==> src/sv/ltm_pkg.sv <==
// ----------------------------------------------------------------------------
// ltm_pkg
// Shared constants and types for the leading-track toward-multiplicity block.
// ----------------------------------------------------------------------------
package ltm_pkg;

   localparam int MAX_TRACKS = 256;
   localparam int IDX_W      = $clog2(MAX_TRACKS);
   localparam int HELD_W     = $clog2(MAX_TRACKS + 1);
   localparam int ADDR_W     = IDX_W + 1;          // bank bit + track index
   localparam int COUNT_W    = 9;
   localparam int PT_W       = 16;
   localparam int ETA_W      = 14;
   localparam int PHI_W      = 16;
   localparam int WIN_W      = 13;
   localparam int CSR_IDX_W  = 8;
   localparam int CSR_DATA_W = 16;

   localparam logic [CSR_IDX_W-1:0] REG_ETA_WINDOW = 8'd0;
   localparam logic [CSR_IDX_W-1:0] REG_PHI_LIMIT  = 8'd1;

   localparam logic [WIN_W-1:0] ETA_WINDOW_RST = 13'd2560;
   localparam logic [PHI_W-1:0] PHI_LIMIT_RST  = 16'd10923;

   // One write request into the per-track store
   typedef struct packed {
      logic              we;
      logic [ADDR_W-1:0] addr;
      logic [PHI_W-1:0]  phi;
      logic              eta_ok;
   } trk_wr_type;

   // Event summary handed from front to back
   typedef struct packed {
      logic              bank;
      logic [HELD_W-1:0] held;
      logic [PT_W-1:0]   best_pt;
      logic [PHI_W-1:0]  best_phi;
      logic              dropped;
   } evt_desc_type;

endpackage

==> src/sv/ltm_queue.sv <==
// ----------------------------------------------------------------------------
// ltm_queue
// Two-entry queue of event summaries between front and back.
// ----------------------------------------------------------------------------
module ltm_queue import ltm_pkg::*; (
   input  logic         clock,
   input  logic         reset,
   input  logic         push,
   input  evt_desc_type push_desc,
   input  logic         pop,
   output evt_desc_type head_desc,
   output logic [1:0]   q_count
);

   evt_desc_type slot_ff [2];
   logic         wr_ptr_ff, wr_ptr_in;
   logic         rd_ptr_ff, rd_ptr_in;
   logic [1:0]   count_ff, count_in;

   assign head_desc = slot_ff[rd_ptr_ff];
   assign q_count   = count_ff;

   always_comb begin
      wr_ptr_in = push ? ~wr_ptr_ff : wr_ptr_ff;
      rd_ptr_in = pop ? ~rd_ptr_ff : rd_ptr_ff;
      count_in  = count_ff;
      if (push && !pop) begin
         count_in = count_ff + 2'd1;
      end else if (pop && !push) begin
         count_in = count_ff - 2'd1;
      end
   end

   always_ff @(posedge clock) begin
      if (push) begin
         slot_ff[wr_ptr_ff] <= push_desc;
      end
      if (reset) begin
         wr_ptr_ff <= 1'b0;
         rd_ptr_ff <= 1'b0;
         count_ff  <= '0;
      end else begin
         wr_ptr_ff <= wr_ptr_in;
         rd_ptr_ff <= rd_ptr_in;
         count_ff  <= count_in;
      end
   end

endmodule

==> config.mk <==
export PLATFORM = sky130hd
export DESIGN_NAME = ltm_queue
export DESIGN_NICKNAME = d
export VERILOG_FILES = /design/src/sv/ltm_pkg.sv /design/src/sv/ltm_queue.sv
export SDC_FILE = /design/constraint.sdc
export NUM_CORES = 1
export LEC_CHECK = 0
export BUFFER_PORTS_ARGS = -buffer_cell sky130_fd_sc_hd__clkbuf_2
export CORE_MARGIN = 2
export CORE_UTILIZATION = 54
export CTS_BUF_LIST = sky130_fd_sc_hd__clkbuf_8
export CTS_CLUSTER_SIZE = 28
export DETAILED_ROUTE_END_ITERATION = 10
export PLACE_DENSITY = 0.88
export SETUP_SLACK_MARGIN = 0.05
export SLEW_MARGIN = 10
export SYNTH_ARGS = -nofsm -noshare
export SYNTH_HDL_FRONTEND = slang
export SYNTH_SLANG_ARGS = --single-unit
==> constraint.sdc <==
create_clock -name clock -period 4.09 [get_ports clock]
set_clock_uncertainty 0.15 [all_clocks]
set_input_delay 0 -clock clock [delete_from_list [all_inputs] [get_ports clock]]
set_output_delay 0 -clock clock [all_outputs]
set_load 0.01 [all_outputs]
# Word level (Yosys, flattened, before mapping)
# Memories as Yosys holds them, arrays and structs flattened. A register that Yosys moved wholly into a read port is not among the register bits.
# Index checks and enable logic that the tools add are counted.
[op_classes] n_reduce_logical=5 bitwise_logic=2 addsub=2 n_mux=6
[ops] cell="$mux W1" n=4
[ops] cell="$mux W2" n=2
[ops] cell="$add A2 B1 Y2 const B" n=1
[ops] cell="$logic_and A1 B1 Y1" n=2
[ops] cell="$logic_not A1 Y1" n=2
[ops] cell="$not A1 Y1" n=2
[ops] cell="$reduce_bool A2 Y1" n=1
[ops] cell="$sub A2 B1 Y2 const B" n=1
[totals] wordCells=19 ram_bits=86 regBits=4 n_memories=1
[mem_list] name="slot_ff" words=2 word_bits=43 read_ports=1 rd_ports_with_merged_regs=1 write_ports=1 line_no="ltm_queue.sv:15" rtl="evt_desc_type slot_ff [2];"

# Logic depth before layout (Yosys ltp)
[logic_depth] depth_word=4 mapped_depth=5

# Worst setup path after synthesis
# No wires, ideal clock.
[synth_timing] path_kind="register to register" startpoint="register wr_ptr_ff" endpoint="memory slot_ff[0][0] (netlist name) (enable)" synth_period_minus_slack_ps=2849 arrival_ps=2251 setup_slack_ps=1241 path_stages_with_launch=2 setup_ps=449 path_buffers=0 required_time_ps=3491 cell_sequence="dfxtp_1 -> nor2b_1"
[synth_lines] item="start, declared" line_no="ltm_queue.sv:16" rtl="logic wr_ptr_ff, wr_ptr_in;"
[synth_lines] item="start signal, assigned" line_no="ltm_queue.sv:43" rtl="wr_ptr_ff <= wr_ptr_in;"
[synth_lines] item="end, declared" line_no="ltm_queue.sv:15"
# Straight into the memory's write port.

==> results.cfg <==
[hold_path]
worstHoldPathType = input port to flip-flop

[placed_design]
io_buffers = 91
placement.cell_area_um2 = 3820
gp_congestion = 0.700
dp_cells = 315
dp_hpwl_mm = 3.54

[sta]
tns_ns = 0
finalSetupViolations = 0
hold_viol = 0
holdWs_ns = 0.225
rsz0062_at_grt = false
min_period_ns = 2.08
slew_violations = 0
max_slew_margin = 0.328
worst_pin_slew_ns = 1.01
fmax_mhz = 481
min_period_over_period = 0.508

[route]
wl_per_cell_um = 15.6
first_iter_violations = 57
first_pass_iters = 4
vias_per_cell = 4.88
antenna_left = 0
wirelength_mm = 5.91
vias = 1844
drc = 0

[yosys]
ys_ff_latch = 91
yosysSeqAreaShare = 0.810
yosysUniqueCellTypes = 15
yosysWarnings = 0
synthesis.area_um2 = 3310
synthCells = 154
synth.net_count = 202
avgSynthCellArea_um2 = 21.5

[global_routing]
grt_max_degree = 44
grt_pass1_wl_mm = 8.62
grt_pass1_vias = 1867
antenna_found_initial = 0
gr-total-overflow = 0
track_usage = 0.182

[clock_tree]
cts_buffers = 9
cts_hold_buf = 46
cts_setup_buffers = 0
htree_num_levels = 3
cts-root-buf = clkbuf_8
cts_resized = 0
clkTransAtPathRegs_ns = 0.08
clockBufferDepth = 2
clkSinkCount = 91
cts_tree = done
insertion_delay_ns = 0.34

[flow_run]
max_cap_violations = 0

[finish]
design_area_um2 = 4470
syn2layout_area_growth_pct = 34.9
regArea_um2 = 2680
drive_above_1_share = 0.488
antenna_cells = 0
fin_nets = 346
layoutNonFillerInstCount = 378
multi_input_area_um2 = 584
nFillCells = 354

[critical_path]
crit_path_end_kind = output port
cp-start-kind = flip-flop
crit_required_ns = 3.94
path_max_fanout = 43
worstPathArrival_ns = 1.93
crit_type = flip-flop to output port

[power]
power_leakage_nw = 1.75
p_int_mw = 1.44
comb_power_share = 0.132
power_switching_uw = 409
switching_share = 0.221
seqPwrFrac = 0.602
powerDensity_nw_per_um2 = 414
pwr-share-clk = 0.266
ir_worst_vdd_mv = 0.253
power_mw = 1.85

[floorplan]
io_pins = 92
start_util = 0.559
die_w_um = 82.3
floorplan.die.height_um = 82.3
core_area_um2 = 5920
row_count = 28
die_area_um2 = 6780

[status]
status = finished, final reports clean
placed cells by master (no fill, tap or decap), drive strengths merged:
| cell | netlist | final |
|---|---|---|
| a21oi | 1 | 1 |
| and2 | 1 | 1 |
| buf | 5 | 1 |
| clkbuf | 0 | 101 |
| dfxtp | 5 | 5 |
| dlygate4sd3 | 0 | 46 |
| edfxtp | 86 | 86 |
| ha | 1 | 1 |
| inv | 1 | 7 |
| mux2 | 43 | 43 |
| nor2 | 4 | 4 |
| nor2b | 1 | 1 |
| o21ai | 1 | 1 |
| or3 | 1 | 1 |
| xnor2 | 2 | 2 |
| xor2 | 2 | 2 |
power groups by stage:
stage | sequential [mW] | combinational, mW | clock [mW]
floorplan | 1.12 | 0.133 | 0
finish | 1.12 | 0.244 | 0.493
global route | 1.12 | 0.265 | 0.546
detailed placement | 1.14 | 0.205 | 0
global placement | 1.13 | 0.201 | 0
CTS | 1.12 | 0.241 | 0.503
metrics by stage:
stage,worst slack [ns],util
2_1_floorplan,1.24,-
3_3_place_gp,2.24,0.645
3_5_place_dp,2.21,0.645
4_1_cts,1.99,0.750
5_1_grt,1.92,0.755
6_report,2.01,0.755
sequential cells by signal, summed over array words and instances (netlist names), named ones only:
register and cells:
slot_ff 86, q_count 2, rd_ptr_ff 1, wr_ptr_ff 1
cell type report:
| cell class | instances | share of cell area |
|---|---|---|
| Sequential cell | 91 | 0.601 |
| Timing Repair Buffer | 138 | 0.211 |
| Multi-Input combinational cell | 57 | 0.131 |
| Clock buffer | 10 | 0.0308 |
| Tap cell | 75 | 0.0210 |
| Clock inverter | 6 | 0.00504 |
| Inverter | 1 | 0.000840 |
logic make-up (layout without fill, tap and decap cells):
family,after synthesis,count (layout),synth area share
and+or+nand+nor,7,7,0.0102
xor gates and xnor gates,4,4,0.0106
adders and majority gates,1,1,0.00378
DFF,91,91,0.810
muxes,43,43,0.146
AOI/OAI and AO/OA,2,2,0.00302
buffers and inverters,6,155,0.0162
cells in the mapped netlist:
cell type   n  share of area
or3_1       1         0.0019
a21oi_1     1         0.0015
nor2b_1     1         0.0019
mux2_2     43           0.15
edfxtp_1   86           0.78
xnor2_1     2         0.0053
ha_1        1         0.0038
o21ai_0     1         0.0015
xor2_1      2         0.0053
dfxtp_1     5          0.030
buf_2       1         0.0015
and2_1      1         0.0019
nor2_1      4         0.0045
buf_6       4          0.014
inv_1       1         0.0011
worst max-delay path, stage by stage (launching register included):
cell	delay [ns]
dfxtp_2	1.00
mux2_2	0.44
clkbuf_2	0.13
per-layer routing:
layer,part of all wire,vias to the layer above,track usage
met5,0,-,0
met4,0.026,0,0.0950
met3,0.045,12,0.0478
met2,0.55,52,0.325
met1,0.37,894,0.199
li1,-,886,-
worst paths after layout:
check / end / startpoint / slack, ns / depth (start not counted)
worst min register to register: q_count[1] / q_count[1] / 0.35 / 2
worst max register to register: slot_ff[1][12] / wr_ptr_ff / 2.29 / 1
worst min-delay path: slot_ff[0][39] / push_desc[39] / 0.23 / 2
worst max-delay path: head_desc[32] / flip-flop / 2.01 / 2
(Power assumes the default switching activity.)
