--- src/sv/ltm_pkg.sv ---
// ----------------------------------------------------------------------------
// ltm_pkg
// Shared constants and types for the leading-track toward-multiplicity block.
// ----------------------------------------------------------------------------
package ltm_pkg;

   localparam int MAX_TRACKS = 256;
   localparam int IDX_W      = $clog2(MAX_TRACKS);
   localparam int HELD_W     = $clog2(MAX_TRACKS + 1);
   localparam int ADDR_W     = IDX_W + 1;          // bank bit + track index
   localparam int COUNT_W    = 9;
   localparam int PT_W       = 16;
   localparam int ETA_W      = 14;
   localparam int PHI_W      = 16;
   localparam int WIN_W      = 13;
   localparam int CSR_IDX_W  = 8;
   localparam int CSR_DATA_W = 16;

   localparam logic [CSR_IDX_W-1:0] REG_ETA_WINDOW = 8'd0;
   localparam logic [CSR_IDX_W-1:0] REG_PHI_LIMIT  = 8'd1;

   localparam logic [WIN_W-1:0] ETA_WINDOW_RST = 13'd2560;
   localparam logic [PHI_W-1:0] PHI_LIMIT_RST  = 16'd10923;

   // One write request into the per-track store
   typedef struct packed {
      logic              we;
      logic [ADDR_W-1:0] addr;
      logic [PHI_W-1:0]  phi;
      logic              eta_ok;
   } trk_wr_type;

   // Event summary handed from front to back
   typedef struct packed {
      logic              bank;
      logic [HELD_W-1:0] held;
      logic [PT_W-1:0]   best_pt;
      logic [PHI_W-1:0]  best_phi;
      logic              dropped;
   } evt_desc_type;

endpackage

--- src/sv/ltm_front.sv ---
// ----------------------------------------------------------------------------
// ltm_front
// Takes tracks, flags eta acceptance, writes the track store and keeps the
// leading track; closes an event into a summary on the last track.
// ----------------------------------------------------------------------------
module ltm_front import ltm_pkg::*; (
   input  logic               clock,
   input  logic               reset,
   input  logic               accept,
   input  logic [PT_W-1:0]    track_pt,
   input  logic [ETA_W-1:0]   track_eta,
   input  logic [PHI_W-1:0]   track_phi,
   input  logic               last_track,
   input  logic [WIN_W-1:0]   eta_window,
   output trk_wr_type         trk_wr,
   output logic               evt_push,
   output evt_desc_type       evt_desc
);

   logic [HELD_W-1:0] held_ff, held_in;
   logic [PT_W-1:0]   best_pt_ff, best_pt_in;
   logic [PHI_W-1:0]  best_phi_ff, best_phi_in;
   logic              best_valid_ff, best_valid_in;
   logic              dropped_ff, dropped_in;
   logic              bank_ff, bank_in;

   logic signed [ETA_W:0] eta_s;
   logic signed [ETA_W:0] win_s;
   logic                  eta_ok;

   assign eta_s  = {track_eta[ETA_W-1], track_eta};
   assign win_s  = $signed({2'b00, eta_window});
   assign eta_ok = (eta_s > -win_s) && (eta_s < win_s);

   always_comb begin
      held_in       = held_ff;
      best_pt_in    = best_pt_ff;
      best_phi_in   = best_phi_ff;
      best_valid_in = best_valid_ff;
      dropped_in    = dropped_ff;
      bank_in       = bank_ff;
      trk_wr        = '0;
      evt_push      = 1'b0;
      evt_desc      = '0;
      if (accept) begin
         if (held_ff < HELD_W'(MAX_TRACKS)) begin
            trk_wr.we     = 1'b1;
            trk_wr.addr   = {bank_ff, held_ff[IDX_W-1:0]};
            trk_wr.phi    = track_phi;
            trk_wr.eta_ok = eta_ok;
            held_in       = held_ff + HELD_W'(1);
            // ties keep the earlier track
            if (!best_valid_ff || (track_pt > best_pt_ff)) begin
               best_pt_in    = track_pt;
               best_phi_in   = track_phi;
               best_valid_in = 1'b1;
            end
         end else begin
            dropped_in = 1'b1;
         end
         if (last_track) begin
            evt_push          = 1'b1;
            evt_desc.bank     = bank_ff;
            evt_desc.held     = held_in;
            evt_desc.best_pt  = best_pt_in;
            evt_desc.best_phi = best_phi_in;
            evt_desc.dropped  = dropped_in;
            held_in       = '0;
            best_pt_in    = '0;
            best_phi_in   = '0;
            best_valid_in = 1'b0;
            dropped_in    = 1'b0;
            bank_in       = ~bank_ff;
         end
      end
   end

   always_ff @(posedge clock) begin
      if (reset) begin
         held_ff       <= '0;
         best_pt_ff    <= '0;
         best_phi_ff   <= '0;
         best_valid_ff <= 1'b0;
         dropped_ff    <= 1'b0;
         bank_ff       <= 1'b0;
      end else begin
         held_ff       <= held_in;
         best_pt_ff    <= best_pt_in;
         best_phi_ff   <= best_phi_in;
         best_valid_ff <= best_valid_in;
         dropped_ff    <= dropped_in;
         bank_ff       <= bank_in;
      end
   end

endmodule

--- config.mk ---
export PLATFORM = sky130hd
export DESIGN_NAME = ltm_front
export DESIGN_NICKNAME = d
export VERILOG_FILES = /design/src/sv/ltm_pkg.sv /design/src/sv/ltm_front.sv
export SDC_FILE = /design/constraint.sdc
export NUM_CORES = 1
export LEC_CHECK = 0
export BUFFER_PORTS_ARGS = -buffer_cell sky130_fd_sc_hd__buf_2
export CAP_MARGIN = 0
export CORE_MARGIN = 3
export CORE_UTILIZATION = 47
export CTS_BUF_LIST = sky130_fd_sc_hd__clkbuf_2
export CTS_CLUSTER_DIAMETER = 100
export DETAILED_ROUTE_END_ITERATION = 16
export GPL_ROUTABILITY_DRIVEN = 0
export PLACE_DENSITY = 0.79
export SYNTH_ARGS = -nofsm -noshare
export SYNTH_HDL_FRONTEND = slang
export SYNTH_SLANG_ARGS = --single-unit
--- constraint.sdc ---
create_clock -name clock -period 3.05 [get_ports clock]
set_input_delay 0.61 -clock clock [delete_from_list [all_inputs] [get_ports clock]]
set_output_delay 0.61 -clock clock [all_outputs]
set_load 0.01 [all_outputs]
Word level (Yosys, flattened, before mapping)
Cells that the tools add are included.
W data, S select, Z words.
{ "classes": {"n_addsub": 2, "n_lt_le_gt_ge": 4, "n_mux": 19, "bitwise": 1, "reduce_logical": 7} }
{ "ops": {"columns": ["op", "n"], "rows": [
  ["$mux W16", 6],
  ["$mux W43", 2],
  ["$mux W27", 2],
  ["$mux W9", 2],
  ["$gt A16 B16 Y1", 1],
  ["$gt A14 B15 Y1", 1],
  ["$neg A13 Y15", 1],
  ["$lt A14 B14 Y1", 1],
  ["$add A9 B1 Y9 const B", 1],
  ["$lt A9 B9 Y1 const B", 1],
  ["$mux W1", 7],
  ["$reduce_bool A2 Y1", 2],
  ["$reduce_and A3 Y1", 1],
  ["$reduce_and A2 Y1", 1],
  ["$logic_and A1 B1 Y1", 1],
  ["$logic_not A1 Y1", 1],
  ["$logic_or A1 B1 Y1", 1],
  ["$not A1 Y1", 1]
]} }
{ "totals": {"regBits": 44, "out_inout_bits": 71, "wordCells": 39} }

Longest topological paths before layout
Gate-level depths: netlist of run 1.
{ "logic_depth": {"word_depth": 6, "depth_mapped": 12, "ltp_nobuf": 12} }

Least setup slack after synthesis of run 1
Ideal clock, no wire load.
{ "synth_path": {"path_kind": "input port to output port", "startpoint": "input eta_window[2]", "endpoint": "output trk_wr[0] in the netlist's numbering", "arrival_time_ps": 2740, "required_ps": 2440, "slack_ps": -300, "cell_stages": 12, "path_buffers": 0, "cell_sequence": "nor2_1 nand3_1 or3_1 nor4_1 xnor2_1 ha_1 nand3_1 nor3_1 a21oi_1 a31oi_1 nor4b_1 nor3_1"} }
{ "synth_lines": {"columns": ["element", "line", "text"], "rows": [
  ["start: declaration", "ltm_front.sv:14", "input logic [WIN_W-1:0] eta_window,"],
  ["end: declaration", "ltm_front.sv:15", "output trk_wr_type trk_wr,"]
]} }

==> run_results.csv, run 1 <==
group,metric,value,unit
global_route,grt_pass1_wl,19.6,mm
synth,synth_edf_count,0,
global_route,top_usage_layer,"met2",
timing,slew_viol_final,0,
global_route,antenna_found_initial,0,
timing,tightest_slew,530,ps
clock_tree,root_buffer,"clkbuf_2",
timing,fmax,275,MHz
flow_run,maxCapViolCount,0,
route,firstDrtPassIters,5,
cells_and_area,layout-drive-gt1-share,0.529,
worst_setup_path,cp-start-kind,"primary input",
timing,max-slew-margin-rel,0.643,
synth,synth_flop_cell,"dfxtp_1",
clock_tree,numClockSinks,44,
worst_setup_path,criticalPathCategory,"in2out",
worst_setup_path,cp.arrival,3020,ps
timing,setup_viol,33,
synth,ys_warn_count,0,
status,status,"finished with violations",
clock_tree,worstSkewPairLatency,410,ps
floorplanning,rows,31,
clock_tree,h-tree-depth,2,
cells_and_area,n_antenna_cell,0,
route,drt-total-wl,13.8,mm
global_route,use_met1,0.315,
route,wl_per_cell,17.9,um
global_route,grt_pass1_vias,4365,
clock_tree,clk_pin_slew,240,ps
pwr,leakagePower,2.63,nW
floorplanning,die_h,95.3,um
cells_and_area,area_growth,51.4,%
global_route,grt_overflow,0,
place,dp_hpwl,8.19,mm
route,vias_per_cell,5.99,
floorplanning,io_pins,134,
floorplanning,die_area,0.00907,sq mm
synth,ys_seq_area_frac,0.235,
synth,synth_area_per_cell,7.74,sq um
min_path,holdCritPathClass,"in2reg",
status,violations,"setup timing",
cells_and_area,fin_cells,770,
place,port_buffers,133,
global_route,grt_util_all_layers,0.265,
route,vias,4610,
timing,finalHoldViolations,0,
timing,setup_ws,-580,ps
pwr,power,1.51,mW
timing,post-route-min-period,3630,ps
clock_tree,cts_made_buffers,5,
synth,synth_area,0.00374,sq mm
synth,ys_ff_latch,44,
clock_tree,cts_tree,"done",
worst_setup_path,crit_fanout,4,
pwr,power.density,267,mW/mm^2
synth,syn_inst,484,
place,placedCellCount,737,
synth,synth_nets,593,
synth,async_flop_share,0,
global_route,met2_usage,0.487,
floorplanning,coreArea,0.00749,sq mm
route,drt-initial-drc-count,284,
floorplanning,die_w,95.3,um
cells_and_area,fin_nets,779,
timing,rsz0062_at_grt,"true",
route,drc_errors,0,
worst_setup_path,end_kind,"primary output",
floorplanning,initial_core_util,0.500,
route,ant_nets,0,
timing,period_share,1.19,
global_route,grt_max_degree,34,
timing,tns,-9600,ps
cells_and_area,seq_area,900,sq um
clock_tree,clk_path_buf_depth,2,
cells_and_area,nFillCells,520,
pwr,ir_drop,0.000136,V
cells_and_area,multi_input_comb_area,0.00306,sq mm
worst_setup_path,required,2440,ps
synth,ys_types,46,
timing,fin_skew,17.7,ps
place,dp_slack,-493,ps
global_route,grtUsageMet3,0.0363,
cells_and_area,final_util,0.757,
-- metal layers --
layer  routed length, um  up-vias
met3                 981       57
li1                    -     2116
met4                 494        0
met5                   0        -
met1                5290     2184
met2                7060      253
-- placed cells by master, fill, tap and decap left out, drive strengths merged, types with 6 or more instances in the layout --
| master | instances |
|---|---|
| nand4 | 8 |
| and2 | 25 |
| inv | 38 |
| xnor2 | 14 |
| clkbuf | 6 |
| a21oi | 47 |
| dfxtp | 44 |
| a22o | 32 |
| nor2b | 8 |
| ha | 46 |
| buf | 207 |
| o21ai | 51 |
| nand3 | 41 |
| nand2 | 10 |
| nor2 | 39 |
| nor3 | 9 |
-- area by class of cell --
| class | count | area share |
|---|---|---|
| repair buffers | 208 | 0.239 |
| clock inverters | 3 | 0.00750 |
| flip-flops and latches | 44 | 0.159 |
| inverters | 39 | 0.0289 |
| well taps | 99 | 0.0218 |
| clock buffers | 5 | 0.00441 |
| multi-input cells | 372 | 0.540 |
-- final timing paths --
path                                     from                           to  slack (ps)  cells past startpoint
setup / recovery                eta_window[1]                    trk_wr[0]        -580                     15
hold / removal                   track_phi[7]  best_phi_ff[7]$_SDFFE_PP0P_         430                      2
setup reg to reg  best_pt_ff[14]$_SDFFE_PP0P_  best_pt_ff[10]$_SDFFE_PP0P_         190                     13
hold reg to reg       dropped_ff$_SDFFE_PP0P_      dropped_ff$_SDFFE_PP0P_         510                      2
-- state kept, by name (all words and copies together), names as in the netlist --
register and cells:
best_phi_ff 16, best_pt_ff 16, held_ff 9, bank_ff 1
best_valid_ff 1, dropped_ff 1
-- cell families after synthesis --
kind of cell               share of synthesized area
and+or+nand+nor                                0.222
AOI/OAI and AO/OA                              0.272
DFF                                            0.235
adders and majority gates                      0.154
buffers and inverters                         0.0772
muxes                                        0.00267
xor gates and xnor gates                      0.0374
-- synthesized netlist by cell type (3+ instances only) --
library cell  number  area, sq um
o21ai_0           51          255
and2_1            25          156
and3_1             4         25.0
nor2b_1            8         50.1
nand4_1            7         43.8
nor3_1             9         45.0
ha_1              46          576
xnor2_1           14          123
nor4_1             4         25.0
buf_6              3         33.8
a22o_2            30          300
nand2_1           10         37.5
nor2_1            39          146
clkbuf_1          18         67.6
buf_1              5         18.8
nand3_1           41          205
nand2b_1           3         18.8
dfxtp_1           44          881
a21oi_1           46          230
inv_1             38          143
a22oi_1            5         37.5
o21a_1             3         22.5
-- stage by stage --
| step | area, sq um | hold slack [ps] |
|---|---|---|
| after detailed placement | 4860 | 453 |
| after floorplan | 3810 | 436 |
| after CTS | 5340 | 410 |
| final | 5670 | 428 |
| after global routing | 5670 | 395 |
| after global placement | 4860 | 452 |
-- power breakdown --
group          switching [mW]  total [mW]  internal [mW]
logic                   0.299       0.565          0.265
registers              0.0162       0.614          0.597
clock network           0.198       0.335          0.137
-- what timing repair did --
action                                  4_1_cts  5_1_grt
pin swaps                                    40       21
hold buffers                                  0        0
hold endpoints to repair                      0        0
resized for setup                           101       60
setup buffers                                13        9
endpoints found under the setup margin       33       34
gates cloned                                  3        1
-- worst max-delay path, stage by stage --
cell and delay [ps]:
buf_2 150, inv_12 70, ha_4 130, nand4_1 200
buf_4 210, nor2_1 120, xnor2_1 130, ha_1 280
a21oi_1 200, o22ai_1 130, nor3_1 190, nor2_1 100
nor4b_2 270, nor3_2 80, buf_2 140
(Power assumes the default switching activity.)
==> inputs of run 2 (changes only) <==
--- a/config.mk
+++ b/config.mk
@@ -7,6 +7,7 @@
 export LEC_CHECK = 0
 export BUFFER_PORTS_ARGS = -buffer_cell sky130_fd_sc_hd__buf_2
 export CAP_MARGIN = 0
+export CORE_ASPECT_RATIO = 0.7
 export CORE_MARGIN = 3
 export CORE_UTILIZATION = 47
 export CTS_BUF_LIST = sky130_fd_sc_hd__clkbuf_2
==> run_results.csv, run 2 (synthesis gave the netlist of run 1 again) <==
group,metric,value,unit
clock_tree,numClockSinks,44,
timing,setup_ws,-566,ps
route,drc_errors,0,
floorplanning,die_area,0.00909,sq mm
timing,slew_viol_final,0,
pwr,power.density,247,mW/mm^2
global_route,grt_overflow,0,
pwr,p_switching,0.515,mW
worst_setup_path,crit_slowest_cell,"dfxtp_2",
pwr,combPwrFrac,0.410,
floorplanning,io_pins,134,
clock_tree,clk_path_buf_depth,2,
min_path,holdCritPathClass,"in2reg",
route,vias_per_cell,5.95,
place,dp_hpwl,8.57,mm
worst_setup_path,cp-start-kind,"register",
status,status,"finished with violations",
cells_and_area,nFillCells,462,
floorplanning,die_w,113,um
clock_tree,worstSkewPairLatency,420,ps
clock_tree,h-tree-depth,2,
timing,period_share,1.19,
clock_tree,cts_made_buffers,5,
route,firstDrtPassIters,5,
worst_setup_path,required,2440,ps
pwr,leakagePower,2.72,nW
timing,finalHoldViolations,0,
floorplanning,die_h,80.7,um
cells_and_area,layout_common_cells,"buf_2 (130), buf_4 (57), nor2_1 (38)",
cells_and_area,layout-drive-gt1-share,0.543,
route,drt-total-wl,14.1,mm
clock_tree,clk_pin_slew,240,ps
global_route,grt_pass1_wl,20.5,mm
pwr,ir_drop,0.000153,V
place,placedCellCount,733,
worst_setup_path,criticalPathCategory,"reg2out",
pwr,swShare,0.355,
timing,tightest_slew,665,ps
timing,rsz0062_at_grt,"true",
cells_and_area,reg_top3,"best_phi_ff: 16 flops, best_pt_ff: 16 flops, held_ff: 9 flops",
cells_and_area,area_growth,57.0,%
place,port_buffers,133,
pwr,clock_power_share,0.169,
pwr,p_int,0.937,mW
route,drt-initial-drc-count,356,
timing,post-route-min-period,3620,ps
worst_setup_path,end_kind,"primary output",
floorplanning,initial_core_util,0.498,
cells_and_area,final_util,0.782,
worst_setup_path,cp.arrival,3010,ps
global_route,grt_util_all_layers,0.276,
cells_and_area,n_antenna_cell,0,
worst_setup_path,cp_cell_sequence,"inv_1 > ha_4 > nand4_1 > nor4_2 > nand4_1 > buf_4 > o31a_4 > buf_12 > buf_12 > nand3_4 > a21oi_2 > buf_2",
cells_and_area,final_common_cell,"buf_2",
global_route,grt_max_degree,44,
clock_tree,root_buffer,"clkbuf_2",
route,ant_nets,0,
clock_tree,cts_tree,"done",
route,vias,4538,
cells_and_area,fin_nets,774,
status,violations,"setup timing",
flow_run,maxCapViolCount,0,
global_route,antenna_found_initial,0,
timing,fin_skew,33.3,ps
worst_setup_path,crit_fanout,8,
worst_setup_path,max_stage_delay,380,ps
route,wl_per_cell,18.5,um
floorplanning,rows,26,
global_route,grt_pass1_vias,4184,
cells_and_area,fin_cells,763,
timing,tns,-16980,ps
clock_tree,hold_buffers,0,
pwr,seq_power_share,0.421,
timing,setup_viol,33,
worst_setup_path,rrSetupSlack,20,ps
pwr,power,1.45,mW
timing,max-slew-margin-rel,0.557,
floorplanning,coreArea,0.00751,sq mm
timing,fmax,277,MHz
[run 2: changes by cell type in the layout (fill, tap and decap cells not counted), sizes merged]
cell      previous run  this run
buf                207       202
bufinv               1         0
clkbuf               6         7
clkinvlp             1         0
[run 2: final cells by class]
type                       instances  area [sq um]  area share
multi-input combinational        372          3280       0.558
timing repair buffer             203          1380       0.235
sequential                        44           897       0.153
inverter                          39           164      0.0279
tap                               98           123      0.0209
clock buffer                       6          30.0     0.00511
clock inverter                     1          5.00    0.000851
[run 2: metal layers]
metal  part of all wire  global-route usage  wire [um]
met5                  0                   0          0
met4              0.036              0.0804        511
met3              0.064              0.0452        899
met2               0.47               0.463       6690
met1               0.43               0.367       6010
[run 2: final timing paths]
check / end / start / cells after the start
hold reg to reg: best_phi_ff[1]$_SDFFE_PP0P_ / best_phi_ff[1]$_SDFFE_PP0P_ / 1
setup reg to reg: best_pt_ff[13]$_SDFFE_PP0P_ / best_pt_ff[7]$_SDFFE_PP0P_ / 13
hold / removal: best_phi_ff[12]$_SDFFE_PP0P_ / track_phi[12] / 2
setup / recovery: evt_desc[24] / best_pt_ff[7]$_SDFFE_PP0P_ / 12
[run 2: power by group through the flow]
stage	logic [mW]	registers, mW	clock network (mW)
floorplan	0.249	0.616	0
global placement	0.428	0.618	0
detailed placement	0.441	0.619	0
CTS	0.521	0.609	0.242
global route	0.641	0.614	0.265
finish	0.595	0.611	0.246
[run 2: worst max-delay path: cells and delay by family, from the launching register on]
kind            cells  cell delay (ps)
compound gates      2              220
fa+ha+maj           1              290
buf+inv             5              760
flops               1              380
simple gates        4              930
[run 2: repair_timing]
action	4_1_cts	5_1_grt
pin swaps	34	52
resized for setup	77	91
endpoints found under the setup margin	33	33
buffers inserted	16	4
cloned	4	1
[run 2: through the flow]
stage	cell area (sq um)	hold WS [ps]	setup WS [ps]
global placement	4850	453	-374
CTS	5450	436	-384
detailed placement	4850	453	-500
floorplan	3810	436	-49.0
finish	5880	432	-566
global route	5880	420	-627
==> inputs of run 3 (changes only) <==
==> constraint.sdc (replaced) <==
create_clock -name clock -period 3.05 [get_ports clock]
set_input_delay 0.305 -clock clock [delete_from_list [all_inputs] [get_ports clock]]
set_output_delay 0.305 -clock clock [all_outputs]
set_load 0.01 [all_outputs]
==> run_results.csv, run 3 (synthesis gave the netlist of run 1 again) <==
group,metric,value,unit
status,status,"finished with violations",
status,violations,"setup timing",
cells_and_area,reg_top3,"best_phi_ff: 16 flops, best_pt_ff: 16 flops, held_ff: 9 flops",
timing,post-route-min-period,3240,ps
worst_setup_path,crit_slowest_cell,"o31ai_4",
cells_and_area,n_antenna_cell,0,
route,drt-total-wl,13.3,mm
clock_tree,worstSkewPairLatency,420,ps
worst_setup_path,cp.arrival,2930,ps
timing,setup_ws,-187,ps
worst_setup_path,crit_fanout,8,
flow_run,maxCapViolCount,0,
global_route,grtUsageMet3,0.0429,
floorplanning,initial_core_util,0.498,
cells_and_area,fin_nets,744,
clock_tree,cts_made_buffers,5,
clock_tree,clk_path_buf_depth,2,
worst_setup_path,max_stage_delay,590,ps
worst_setup_path,critical_path.top_delay_family,"compound AO/OA/AOI/OAI gates",
timing,setup_viol,46,
clock_tree,cts_tree,"done",
pwr,ir_drop,0.000182,V
route,vias,4457,
timing,max-slew-margin-rel,0.398,
floorplanning,io_pins,134,
route,firstDrtPassIters,5,
cells_and_area,layout-drive-gt1-share,0.419,
pwr,leakagePower,2.42,nW
timing,finalHoldViolations,0,
timing,fin_hold_ws,109,ps
worst_setup_path,path_buf_inv,3,
timing,period_share,1.06,
route,drt-initial-drc-count,302,
global_route,use_met1,0.329,
cells_and_area,final_common_cell,"buf_2",
route,drc_errors,0,
global_route,grt_util_all_layers,0.245,
clock_tree,root_buffer,"clkbuf_2",
place,port_buffers,133,
timing,fmax,309,MHz
global_route,grt_overflow,0,
timing,rsz0062_at_grt,"true",
floorplanning,rows,26,
worst_setup_path,criticalPathCategory,"reg2out",
timing,slew_viol_final,0,
timing,fin_skew,27.1,ps
cells_and_area,layout_common_cells,"buf_2 (133), o21ai_0 (41), nor2_1 (39), a21oi_1 (39), nand3_1 (38)",
global_route,top_usage_layer,"met2",
global_route,met2_usage,0.404,
place,dp_slack,-108,ps
floorplanning,die_h,80.7,um
timing,tightest_slew,903,ps
worst_setup_path,cp_cell_sequence,"inv_1 > ha_4 > a211oi_1 > o21ai_1 > o31ai_4 > clkbuf_16 > o21ai_0 > a21oi_1 > buf_2",
min_path,holdCritPathClass,"in2reg",
global_route,grt_max_degree,43,
worst_setup_path,cp-start-kind,"register",
global_route,grt_pass1_vias,3964,
clock_tree,h-tree-depth,2,
place,dp_hpwl,8.11,mm
worst_setup_path,required,2740,ps
floorplanning,die_w,113,um
global_route,grt_pass1_wl,18.5,mm
pwr,power.density,296,mW/mm^2
clock_tree,clk_pin_slew,240,ps
cells_and_area,area_growth,37.6,%
cells_and_area,final_util,0.686,
route,ant_nets,0,
route,wl_per_cell,18.1,um
worst_setup_path,end_kind,"primary output",
floorplanning,coreArea,0.00751,sq mm
floorplanning,die_area,0.00909,sq mm
route,vias_per_cell,6.08,
timing,tns,-3150,ps
global_route,antenna_found_initial,0,
clock_tree,numClockSinks,44,
==> run 3: timing repair <==
| item | 4_1_cts | 5_1_grt |
|---|---|---|
| setup buffers | 2 | 21 |
| setup endpoints to repair | 34 | 65 |
| pin swaps | 6 | 33 |
| hold buffers | 0 | 0 |
| gates cloned | 0 | 6 |
| gates resized for setup | 15 | 53 |
==> run 3: where the power goes <==
part	switching (mW)	leakage (nW)	total (mW)	internal, mW
logic	0.270	2.01	0.495	0.225
registers	0.0126	0.364	0.610	0.597
clock network	0.201	0.0490	0.418	0.216
total	0.484	2.42	1.52	1.04
==> run 3: layout make-up <==
type                            count  area [sq um]
Multi-Input combinational cell    373          2850
Fill cell                         601          2360
Timing Repair Buffer              172          1050
Sequential cell                    44           897
Inverter                           39           146
Tap cell                           98           123
Clock inverter                      2          60.1
Clock buffer                        5          25.0
==> run 3: worst paths after layout <==
| kind | start | endpoint | slack [ps] | cells after the start |
|---|---|---|---|---|
| setup / recovery | best_pt_ff[13]$_SDFFE_PP0P_ | evt_desc[22] | -190 | 9 |
| hold / removal | track_phi[10] | best_phi_ff[10]$_SDFFE_PP0P_ | 110 | 2 |
| setup reg to reg | best_pt_ff[7]$_SDFFE_PP0P_ | best_pt_ff[10]$_SDFFE_PP0P_ | -20 | 10 |
| hold reg to reg | best_phi_ff[2]$_SDFFE_PP0P_ | best_phi_ff[2]$_SDFFE_PP0P_ | 500 | 1 |
==> run 3: worst register-to-register path: cells and delay by family (launching register included) <==
family                   cells  cell delay [ps]
AO/OA/AOI/OAI                3             1150
adder cells (fa/ha/maj)      1              290
flip-flops                   1              390
AND/OR/NAND/NOR              3              770
buffers and inverters        3              450
==> run 3: through the flow <==
step	total power, mW	cells	cell area (sq um)
2_1_floorplan	0.861	484	3740
3_3_place_gp	0.998	697	4490
3_5_place_dp	1.01	697	4490
4_1_cts	1.43	706	4640
5_1_grt	1.59	733	5150
6_report	1.52	733	5150
==> run 3: routing by layer <==
metal / vias up / wire length (um)
li1: 2055 / -
met1: 2080 / 5630
met2: 276 / 6070
met3: 46 / 1210
met4: 0 / 373
met5: - / 0
